### config.mk
export PLATFORM = sky130hd
export DESIGN_NAME = rohb_fifo
export DESIGN_NICKNAME = d
export VERILOG_FILES = /design/src/rtl/core/rohb_pkg.sv /design/src/rtl/core/rohb_fifo.sv
export SDC_FILE = /design/constraint.sdc
export NUM_CORES = 1
export LEC_CHECK = 0
export BUFFER_PORTS_ARGS = -buffer_cell sky130_fd_sc_hd__buf_2
export CORE_MARGIN = 2
export CORE_UTILIZATION = 25
export DETAILED_ROUTE_END_ITERATION = 7
export PLACE_DENSITY_LB_ADDON = 0.3
export SLEW_MARGIN = 0
export SYNTH_ARGS = -nofsm -noshare
export SYNTH_HDL_FRONTEND = slang
export SYNTH_SLANG_ARGS = --single-unit
### constraint.sdc
create_clock -name clk -period 4.2 [get_ports clk]
set_input_delay 0.63 -clock clk [delete_from_list [all_inputs] [get_ports clk]]
set_output_delay 0.63 -clock clk [all_outputs]
set_load 0.01 [all_outputs]
### src/rtl/core/rohb_pkg.sv
// rohb_pkg: shared types and constants for the overwriting ring history buffer.
// No dependencies; every other file of the block but rohb_ram refers to it by scoped name.
package rohb_pkg;

	localparam int KIND_W   = 3;
	localparam int OFFSET_W = 8;
	localparam int WORD_W   = 32;
	localparam int COUNT_W  = 9;

	// request kind codes as they arrive on the request channel
	localparam logic [KIND_W-1:0] KIND_APPEND      = 3'd0;
	localparam logic [KIND_W-1:0] KIND_READ_AT     = 3'd1;
	localparam logic [KIND_W-1:0] KIND_READ_NEWEST = 3'd2;
	localparam logic [KIND_W-1:0] KIND_READ_NEXT   = 3'd3;
	localparam logic [KIND_W-1:0] KIND_TRUNCATE    = 3'd4;
	localparam logic [KIND_W-1:0] KIND_ZERO_NEXT   = 3'd5;

	typedef enum logic [2:0] {
		OP_APPEND,
		OP_READ_AT,
		OP_READ_NEWEST,
		OP_READ_NEXT,
		OP_TRUNCATE,
		OP_ZERO_NEXT,
		OP_INVALID
	} op_t;

	// decoded command held in the queue between front and back
	typedef struct packed {
		op_t                 op;
		logic [OFFSET_W-1:0] offset;
		logic [WORD_W-1:0]   word;
	} cmd_t;

	typedef enum logic [1:0] {
		ST_CLEAR,
		ST_IDLE,
		ST_READ
	} back_state_t;

endpackage

### src/rtl/core/rohb_fifo.sv
// rohb_fifo: two-entry command queue decoupling front and back.
// Depends on rohb_pkg.
module rohb_fifo (
	input  logic            clk,
	input  logic            arst_n,
	input  logic            push,
	input  rohb_pkg::cmd_t  push_cmd,
	output logic            full,
	input  logic            pop,
	output logic            not_empty,
	output rohb_pkg::cmd_t  head_cmd
);
	rohb_pkg::cmd_t entry_q [2];
	logic           wr_ptr_q;
	logic           rd_ptr_q;
	logic [1:0]     cnt_q;
	logic           do_push;
	logic           do_pop;

	assign full      = (cnt_q == 2'd2);
	assign not_empty = (cnt_q != 2'd0);
	assign head_cmd  = entry_q[rd_ptr_q];
	assign do_push   = push && !full;
	assign do_pop    = pop && not_empty;

	always_ff @(posedge clk or negedge arst_n) begin
		if (!arst_n) begin
			wr_ptr_q <= 1'b0;
			rd_ptr_q <= 1'b0;
			cnt_q    <= 2'd0;
		end else begin
			if (do_push) begin
				wr_ptr_q <= !wr_ptr_q;
			end
			if (do_pop) begin
				rd_ptr_q <= !rd_ptr_q;
			end
			case ({do_push, do_pop})
				2'b10:   cnt_q <= cnt_q + 2'd1;
				2'b01:   cnt_q <= cnt_q - 2'd1;
				default: cnt_q <= cnt_q;
			endcase
		end
	end

	always_ff @(posedge clk) begin
		if (do_push) begin
			entry_q[wr_ptr_q] <= push_cmd;
		end
	end
endmodule

==> impl_metrics.toml <==
[route]
drtIter0Drc = 70
firstDrtPassIters = 4
vias = 1676
vias_per_cell = 3.89
wl_per_cell_um = 13.4
wirelength_um = 5780
ant_nets = 0
drc_errors = 0

[sta]
rsz0062_at_grt = "no"
drv_slew = 0
finalWorstSetupSlack_ns = 1.59
slew_headroom_pct = 26.5
setup_viol = 0
worstMarginPinSlew_ns = 1.10
finalHoldViolations = 0
fmax_mhz = 383
fin_setup_tns_ns = 0
skew_ns = 0.00626
period_needed_ns = 2.61
holdWs_ns = 0.0943
layout_worst_path_cycle_share_pct = 62.2

[clock_tree]
clock-sinks = 90
cts_hold_buf = 0
clk_latency_ns = 0.33
postCtsResizedCells = 0
h-tree-depth = 3
clockRootBuffer = "clkbuf_16"
cts_setup_buffers = 0
tritoncts = "yes"
cts_made_buffers = 9
clkTransAtPathRegs_ns = 0.06
clockBufferDepth = 2

[power_and_ir_drop]
total_power_mw = 2.86
ir_worst_vdd_v = 0.000273
power.leakage_nw = 1.57
p_per_area_nw_per_um2 = 675

[place]
io_buffers = 91
place_ws_ns = 1.83
routabilityCongestion = 0.627
place_area_um2 = 3960
place_inst = 415
hpwl_um = 3440

[yosys]
synth.distinct_cells = 15
synth.most_common_cell = "edfxtp_1"
netlist_top_cells_count = "edfxtp_1 (86), mux2_2 (40), buf_6 (5)"
synth_top_area_cell = "edfxtp_1"
netlist.area_leader.share_pct = 77.7
synthFlopType = "edfxtp_1"
yosys_warnings = 0
syn_nets = 200
synthTopCellsByArea = "edfxtp_1 (78%), mux2_2 (14%), dfrtp_1 (3.0%)"
ys_async_sr_fraction_pct = 4.44
synth-edff-count = 86
synth_seq_cells = 90
synth_area_per_cell_um2 = 21.9
syn-instance-count = 152
ys_seq_area_share_pct = 80.8
syn_area_um2 = 3320

[floorplan]
die_w_um = 119
ios = 92
coreArea_um2 = 13100
initial_core_util_pct = 25.4
die-area_um2 = 14200
fp-row-count = 42
die_h_um = 119

[cells_and_area]
fin_nets = 298
final_core_util_pct = 32.3
drive_gt1_share_pct = 58.4
n_fill_cell = 1295
fin_area_um2 = 4230
n_antenna_cell = 0
syn_to_final_growth_pct = 27.4
instances_no_fill = 431

[hold_path]
hold_class = "in -> async"

[setup_path]
worst-path-max-fanout = 44
critical_path_class = "reg -> out"
startpoint_type = "flip-flop"
cp.arrival_ns = 1.98
cp.required_ns = 3.57
end_kind = "primary output"

[outcome]
status = "completed"

[grt]
grt_usage_pct = 8.84
grt_pass1_wl_um = 9200
grt_overflow = 0
antenna_found_initial = 0
grt_max_degree = 45
grt_pass1_vias = 1800

[run]
max-cap-violations = 0
==> sequential cells by signal, indices dropped and copies added, names as in the netlist <==
| name | flops |
|---|---|
| cnt_q | 2 |
| wr_ptr_q | 1 |
| entry_q | 86 |
| rd_ptr_q | 1 |
==> final cells by class <==
type	instances	area, µm²	share of cell area [%]
inverters	1	3.75	0.0887
multi-input cells	56	588	13.9
repair buffers	92	463	10.9
flip-flops and latches	90	2680	63.4
clock buffers	13	260	6.15
clock inverters	3	13.8	0.325
well taps	176	220	5.20
==> cells in the final DEF, fill, tap and decap left out <==
master and count:
buf_2 91, mux2_1 3, edfxtp_1 86, dfrtp_1 3
mux2_2 40, ha_1 1, clkinv_1 1, or2_1 1
dfrtp_2 1, clkbuf_1 2, nor2_1 1, clkbuf_8 2
and2_4 1, clkinv_2 2, inv_1 1, clkbuf_16 9
nor2_4 1, xor2_1 2, nand2b_1 1, xnor2_1 3
nand2_1 1, and3_2 1, buf_4 1
==> path summary, 6_finish.rpt <==
kind	from	end	slack, ns	cells past startpoint
setup / recovery	rd_ptr_q	head_cmd[36]	1.59	2
hold / removal	arst_n	cnt_q[1]	0.09	1
setup reg to reg	cnt_q[0]	entry_q[0][5]	2.15	4
hold reg to reg	cnt_q[1]	cnt_q[1]	0.49	1
max in group asynchronous	arst_n	rd_ptr_q	3.96	1
min in group clk	push_cmd[15]	entry_q[1][15]	0.48	1
==> layer usage <==
layer / GRT usage (%) / routed length (µm) / vias up
met5: 0 / 0 / -
met4: 6.03 / 162 / 0
met3: 3.16 / 350 / 12
met2: 13.3 / 2730 / 61
met1: 10.6 / 2540 / 815
li1: - / - / 788
==> logic make-up (layout without fill, tap and decap cells) <==
family	Yosys count	count (layout)	share of synthesized area, %
flops	90	90	80.8
mux	43	43	14.6
fa+ha+maj	1	1	0.377
buf+inv	6	109	1.81
xor+xnor	5	5	1.32
simple gates	7	7	1.17
==> power by group <==
part           switching (mW)  internal [mW]
logic                   0.373          0.380
clock network           0.305          0.429
registers               0.137           1.23
==> worst max-delay path: stages, from the launching register on <==
cell and delay, ns:
dfrtp_2 1.06, mux2_2 0.42, buf_2 0.14
Power figures use the tool's default switching activity.
